[src/sv/prawf_pkg.sv]
// Shared types and constants of the page run allocator (exact fit, then worst fit).
// Used by prawf_ctrl, prawf_dp and the top level; depends on nothing else.
package prawf_pkg;

  localparam int ADDR_W = 20;   // page number width
  localparam int REQ_W  = 11;   // request size width
  localparam int BRK_W  = 11;   // break / limit width
  localparam int STAT_W = 2;

  localparam int NUM_PAGES_DEF  = 1024;
  localparam int MAX_ALLOCS_DEF = 256;

  // status codes
  localparam logic [STAT_W-1:0] ST_OK        = 2'd0;
  localparam logic [STAT_W-1:0] ST_NO_SPACE  = 2'd1;
  localparam logic [STAT_W-1:0] ST_TBL_FULL  = 2'd2;
  localparam logic [STAT_W-1:0] ST_NOT_FOUND = 2'd3;

  // opcodes
  localparam logic OP_ALLOC = 1'b0;
  localparam logic OP_FREE  = 1'b1;

  // configuration register indexes
  localparam int CFG_IDX_W = 2;
  localparam logic [CFG_IDX_W-1:0] CFG_HEAP_START = 2'd0;
  localparam logic [CFG_IDX_W-1:0] CFG_HEAP_LIMIT = 2'd1;

  // controller -> datapath commands
  typedef struct packed {
    logic clr;        // clear one bitmap page
    logic load;       // capture the request
    logic scan;       // bitmap scan step plus free slot search step
    logic decide;     // pick the run, record the entry
    logic mark;       // set one bitmap page
    logic find;       // table walk step
    logic unmark;     // clear one bitmap page of the freed run
    logic trim_init;  // start lowering the break
    logic trim;       // break trim step
    logic emit;       // load the output register
  } cmd_t;

  // datapath -> controller status
  typedef struct packed {
    logic clr_last;
    logic scan_ready;
    logic decide_ok;
    logic run_last;
    logic find_hit;
    logic find_miss;
    logic brk_zero;
    logic trim_done;
    logic out_free;
  } sts_t;

endpackage

[src/sv/prawf_ctrl.sv]
// Sequencer of the page run allocator: one state per phase of a request.
// Depends on prawf_pkg; drives the commands of prawf_dp.
module prawf_ctrl
  import prawf_pkg::*;
(
  input  logic clk_i,
  input  logic rst_ni,
  input  logic in_valid_i,
  input  logic in_op_i,
  output logic in_ready_o,
  input  sts_t sts_i,
  output cmd_t cmd_o
);

  localparam logic [3:0] S_CLEAR  = 4'd0;
  localparam logic [3:0] S_IDLE   = 4'd1;
  localparam logic [3:0] S_SCAN   = 4'd2;
  localparam logic [3:0] S_DECIDE = 4'd3;
  localparam logic [3:0] S_MARK   = 4'd4;
  localparam logic [3:0] S_FIND   = 4'd5;
  localparam logic [3:0] S_UNMARK = 4'd6;
  localparam logic [3:0] S_TRIM0  = 4'd7;
  localparam logic [3:0] S_TRIM   = 4'd8;
  localparam logic [3:0] S_EMIT   = 4'd9;

  logic [3:0] state_q, state_d;

  always_comb begin
    state_d    = state_q;
    cmd_o      = '0;
    in_ready_o = 1'b0;
    case (state_q)
      S_CLEAR: begin
        cmd_o.clr = 1'b1;
        if (sts_i.clr_last) state_d = S_IDLE;
      end
      S_IDLE: begin
        in_ready_o = 1'b1;
        if (in_valid_i) begin
          cmd_o.load = 1'b1;
          state_d = (in_op_i == OP_FREE) ? S_FIND : S_SCAN;
        end
      end
      S_SCAN: begin
        cmd_o.scan = 1'b1;
        if (sts_i.scan_ready) state_d = S_DECIDE;
      end
      S_DECIDE: begin
        cmd_o.decide = 1'b1;
        state_d = sts_i.decide_ok ? S_MARK : S_EMIT;
      end
      S_MARK: begin
        cmd_o.mark = 1'b1;
        if (sts_i.run_last) state_d = S_EMIT;
      end
      S_FIND: begin
        if (sts_i.find_hit) state_d = S_UNMARK;
        else begin
          cmd_o.find = 1'b1;
          if (sts_i.find_miss) state_d = S_EMIT;
        end
      end
      S_UNMARK: begin
        cmd_o.unmark = 1'b1;
        if (sts_i.run_last) state_d = S_TRIM0;
      end
      S_TRIM0: begin
        cmd_o.trim_init = 1'b1;
        state_d = sts_i.brk_zero ? S_EMIT : S_TRIM;
      end
      S_TRIM: begin
        cmd_o.trim = 1'b1;
        if (sts_i.trim_done) state_d = S_EMIT;
      end
      S_EMIT: begin
        if (sts_i.out_free) begin
          cmd_o.emit = 1'b1;
          state_d = S_IDLE;
        end
      end
      default: state_d = S_IDLE;
    endcase
  end

  always_ff @(posedge clk_i or negedge rst_ni) begin
    if (!rst_ni) state_q <= S_CLEAR;
    else         state_q <= state_d;
  end

endmodule

[config.mk]
export PLATFORM = sky130hd
export DESIGN_NAME = prawf_ctrl
export DESIGN_NICKNAME = d
export VERILOG_FILES = /design/src/sv/prawf_pkg.sv /design/src/sv/prawf_ctrl.sv
export SDC_FILE = /design/constraint.sdc
export NUM_CORES = 1
export LEC_CHECK = 0
export BUFFER_PORTS_ARGS = -buffer_cell sky130_fd_sc_hd__buf_4
export CAP_MARGIN = 5
export CORE_AREA = 8 8 45 47
export DETAILED_ROUTE_END_ITERATION = 8
export DIE_AREA = 0 0 53 55
export GPL_TIMING_DRIVEN = 0
export REMOVE_ABC_BUFFERS = 1
export SYNTH_ARGS = -nofsm -noshare
export SYNTH_HDL_FRONTEND = slang
export SYNTH_SLANG_ARGS = --single-unit
[constraint.sdc]
create_clock -name clk_i -period 2.7 [get_ports clk_i]
set_input_delay 0.54 -clock clk_i [delete_from_list [all_inputs] [get_ports clk_i]]
set_output_delay 0.54 -clock clk_i [all_outputs]
set_load 0.005 [all_outputs]
==> metrics.md <==
| Metric | Value |
|---|---|
| Status | `completed` |
| Wire per inst | `roughly 14 µm` |
| Clk buf depth | `2` |
| TritonCTS buffer count | `3` |
| Antenna-violating nets left | `0` |
| Grt ovf | `0` |
| Clock-pin slew of the registers on the worst-case setup and hold paths | `0.04 ns` |
| Reg with most FFs | `state_q` |
| Clk network pwr share | `between 10% and 20%` |
| Tcrit/Tclk final | `80.90%` |
| Post-synthesis cell type count | `26` |
| Synth top area cells | `dfrtp_1 22%, nor3_1 11%, mux2_4 9.9%` |
| Clk_lat worst skew | `0.24 ns` |
| DRT iter0 DRCs | `9` |
| Ys flop type | `dfrtp_1` |
| Biggest regs | `state_q x4` |
| EDFF count, synth | `0` |
| Slew Limit Fails | `0` |
| Initial antenna violation count | `0` |
| Post-CTS setup buffers | `0` |
| TritonCTS Sinks | `4` |
| Layout cells sized above 1 | `approximately two fifths` |
| Initial Util | `between 30% and 40%` |
| Hold-fix buffers, CTS | `0` |
| Share of flip-flops with an asynchronous set or reset | `100.0%` |
| Switching pwr | `0.2687 mW` |
| Clock Skews | `roughly 0.0018 ns` |
| Vias/cell | `around 5.3` |
| CTS tree | `built` |
| Total wire length | `1.307 mm` |
| Pin count of the biggest net entering global routing | `18` |
| Average size of a mapped cell | `7.990 µm²` |
| Core box area | `approximately 0.0014 mm²` |
| Commonest non-fill, non-tap cell in the layout | `buf_4` |
| Drt first pass iters | `4` |
| Yosys reg bits | `4` |
| Post-synthesis sequential area ratio | `21.98%` |
| Share of the synthesized area in the top cell type | `21.98%` |
| # Max-Cap Violations | `0` |
| First-pass GRT wire length | `1.904 mm` |
| Leakage | `~0.3 nW` |
| Tmin final | `around 2.2 ns` |
| I/O Pins | `24` |
| Area Overhead vs Synth | `43.41%` |
| Min-delay worst type | `in -> async` |
| Total Power | `between 0.6 and 0.7 mW` |
| Post-cts sizing count | `0` |
| Worst setup EP type | `primary output` |
| IO Port Bufs | `23` |
| Chip width | `~53 µm` |
| Most frequent cells in the layout | `23 x buf_4, 10 x nor3_1, 6 x nand2b_1` |
| Largest family of logic cells by synthesized area | `simple AND/OR/NAND/NOR gates` |
| # rows | `14` |
| VDD IR max | `0.0003118 V` |
| Root Buffer | `clkbuf_4` |
| Setup CP Type | `reg -> out` |
| Routed via count | `roughly 500` |
| RSZ-0062 raised after global routing | `no` |
| Setup TNS | `0 ns` |
| Req. time, crit path | `~2.2 ns` |
| Power per Cell Area | `around 970 mW/mm²` |
| Final Hold Fails | `0` |
| Detailed Place HPWL | `956.6 µm` |
| Sw frac | `42.51%` |
| Worst setup SP type | `flop` |
| Max Fclk | `approximately 460 MHz` |
| Post-Synth Adder-Cell Area | `0%` |
| Worst slew pin tran | `roughly 0.55 ns` |
| Sequential power share | `28.1%` |
| Die Ht | `around 55 µm` |
| H-tree depth | `1` |
| Comb power frac | `roughly three fifths` |
| Total track usage | `under 10%` |
| Setup WS pre-CTS | `0.7535 ns` |
| Post-synth design cell area | `455.4 µm²` |
| # diodes | `0` |
| CP arrival | `1.64 ns` |
| Nets@finish | `94` |
| Post-Synth XOR/XNOR Area | `0%` |
| Largest register FFs | `4` |
| Simple-Gate Fraction of Synth Area | `between 30 and 40%` |
| Final worst setup slack | `0.5156 ns` |
| Yosys warnings | `0` |
| DRC Markers | `0` |
| Post-synthesis cell count | `57` |
| Synth Area in Compound Gates | `a little over a fifth` |
| Setup violators final | `0` |
| Internal power | `between 0.3 and 0.4 mW` |
| Multiplexer share of the synthesized area | `about 14%` |
| Critical-path maximum fanout | `16` |
| Number of global-route vias before repair | `roughly 430` |
| Slew headroom | `a little under two thirds` |
| Die Area | `roughly 0.0029 mm²` |
| Area leader, netlist | `dfrtp_1` |
| RD Place Congestion | `roughly 0.77` |
[kinds of logic (layout without fill, tap and decap cells)]
group | Yosys count | count (layout)
simple gates | 32 | 32
compound gates | 10 | 10
buf+inv | 6 | 28
mux | 5 | 5
flops | 4 | 4
[power groups by stage]
| stage | Combinational, mW | Sequential [mW] | Clock (mW) |
|---|---|---|---|
| after global routing | 0.414 | 0.186 | 0.0833 |
| after CTS | 0.385 | 0.176 | 0.0780 |
| after floorplan | 0.274 | 0.151 | 0 |
| final | 0.379 | 0.177 | 0.0753 |
| after global placement | 0.380 | 0.178 | 0 |
| after detailed placement | 0.384 | 0.177 | 0 |
[cell type report]
cell class | count | area [µm²]
fill | 145 | 730.7
multi-input combinational | 47 | 330.3
timing repair buffer | 23 | 172.7
sequential | 4 | 100.1
clock buffer | 3 | 22.52
tap | 16 | 20.02
inverter | 2 | 7.507
[worst max-delay path, cell delays in order (launching register included)]
cell      delay, ns
dfrtp_1        0.67
nand2b_1       0.28
nor3_1         0.29
buf_4          0.16
[synthesized netlist by cell type (all sizes together) (2+ instances only)]
library cell,instances
a21oi,2
buf,2
clkbuf,2
dfrtp,4
inv,2
mux2,3
mux2i,2
nand2,5
nand2b,6
nor2,4
nor3,10
[stage by stage]
step / area [µm²] / utilization (%) / hold slack [ns] / std cells
6_report: 653.1 / 47.20 / 0.08669 / 95
5_1_grt: 653.1 / 47.20 / 0.07853 / 95
4_1_cts: 653.1 / 47.20 / 0.08212 / 95
3_5_place_dp: 630.6 / 45.57 / 0.3364 / 92
3_3_place_gp: 630.6 / 45.57 / 0.3355 / 92
2_1_floorplan: 437.9 / - / 0.2444 / 53
[metal layers]
metal | wire length [µm] | GRT usage [%] | up-vias | part of all wire (%)
met4 | 0 | 5.172 | 0 | 0
met5 | 0 | 0 | - | 0
met3 | 130 | 5.615 | 0 | 9.9
met1 | 526 | 7.927 | 231 | 40
met2 | 649 | 15.82 | 13 | 50
li1 | - | - | 258 | -
[final timing paths]
| check | start | endpoint | slack, ns | cells after the start |
|---|---|---|---|---|
| worst min register to register | state_q[1] | state_q[1] | 0.81 | 2 |
| worst max-delay path | state_q[2] | cmd_o[4] | 0.52 | 3 |
| worst max register to register | state_q[3] | state_q[0] | 0.76 | 5 |
| min in group clk_i | in_op_i | state_q[1] | 0.76 | 5 |
| max in group asynchronous | rst_ni | state_q[3] | 2.51 | 1 |
| worst min-delay path | rst_ni | state_q[1] | 0.09 | 1 |
Power figures use the tool's default switching activity.
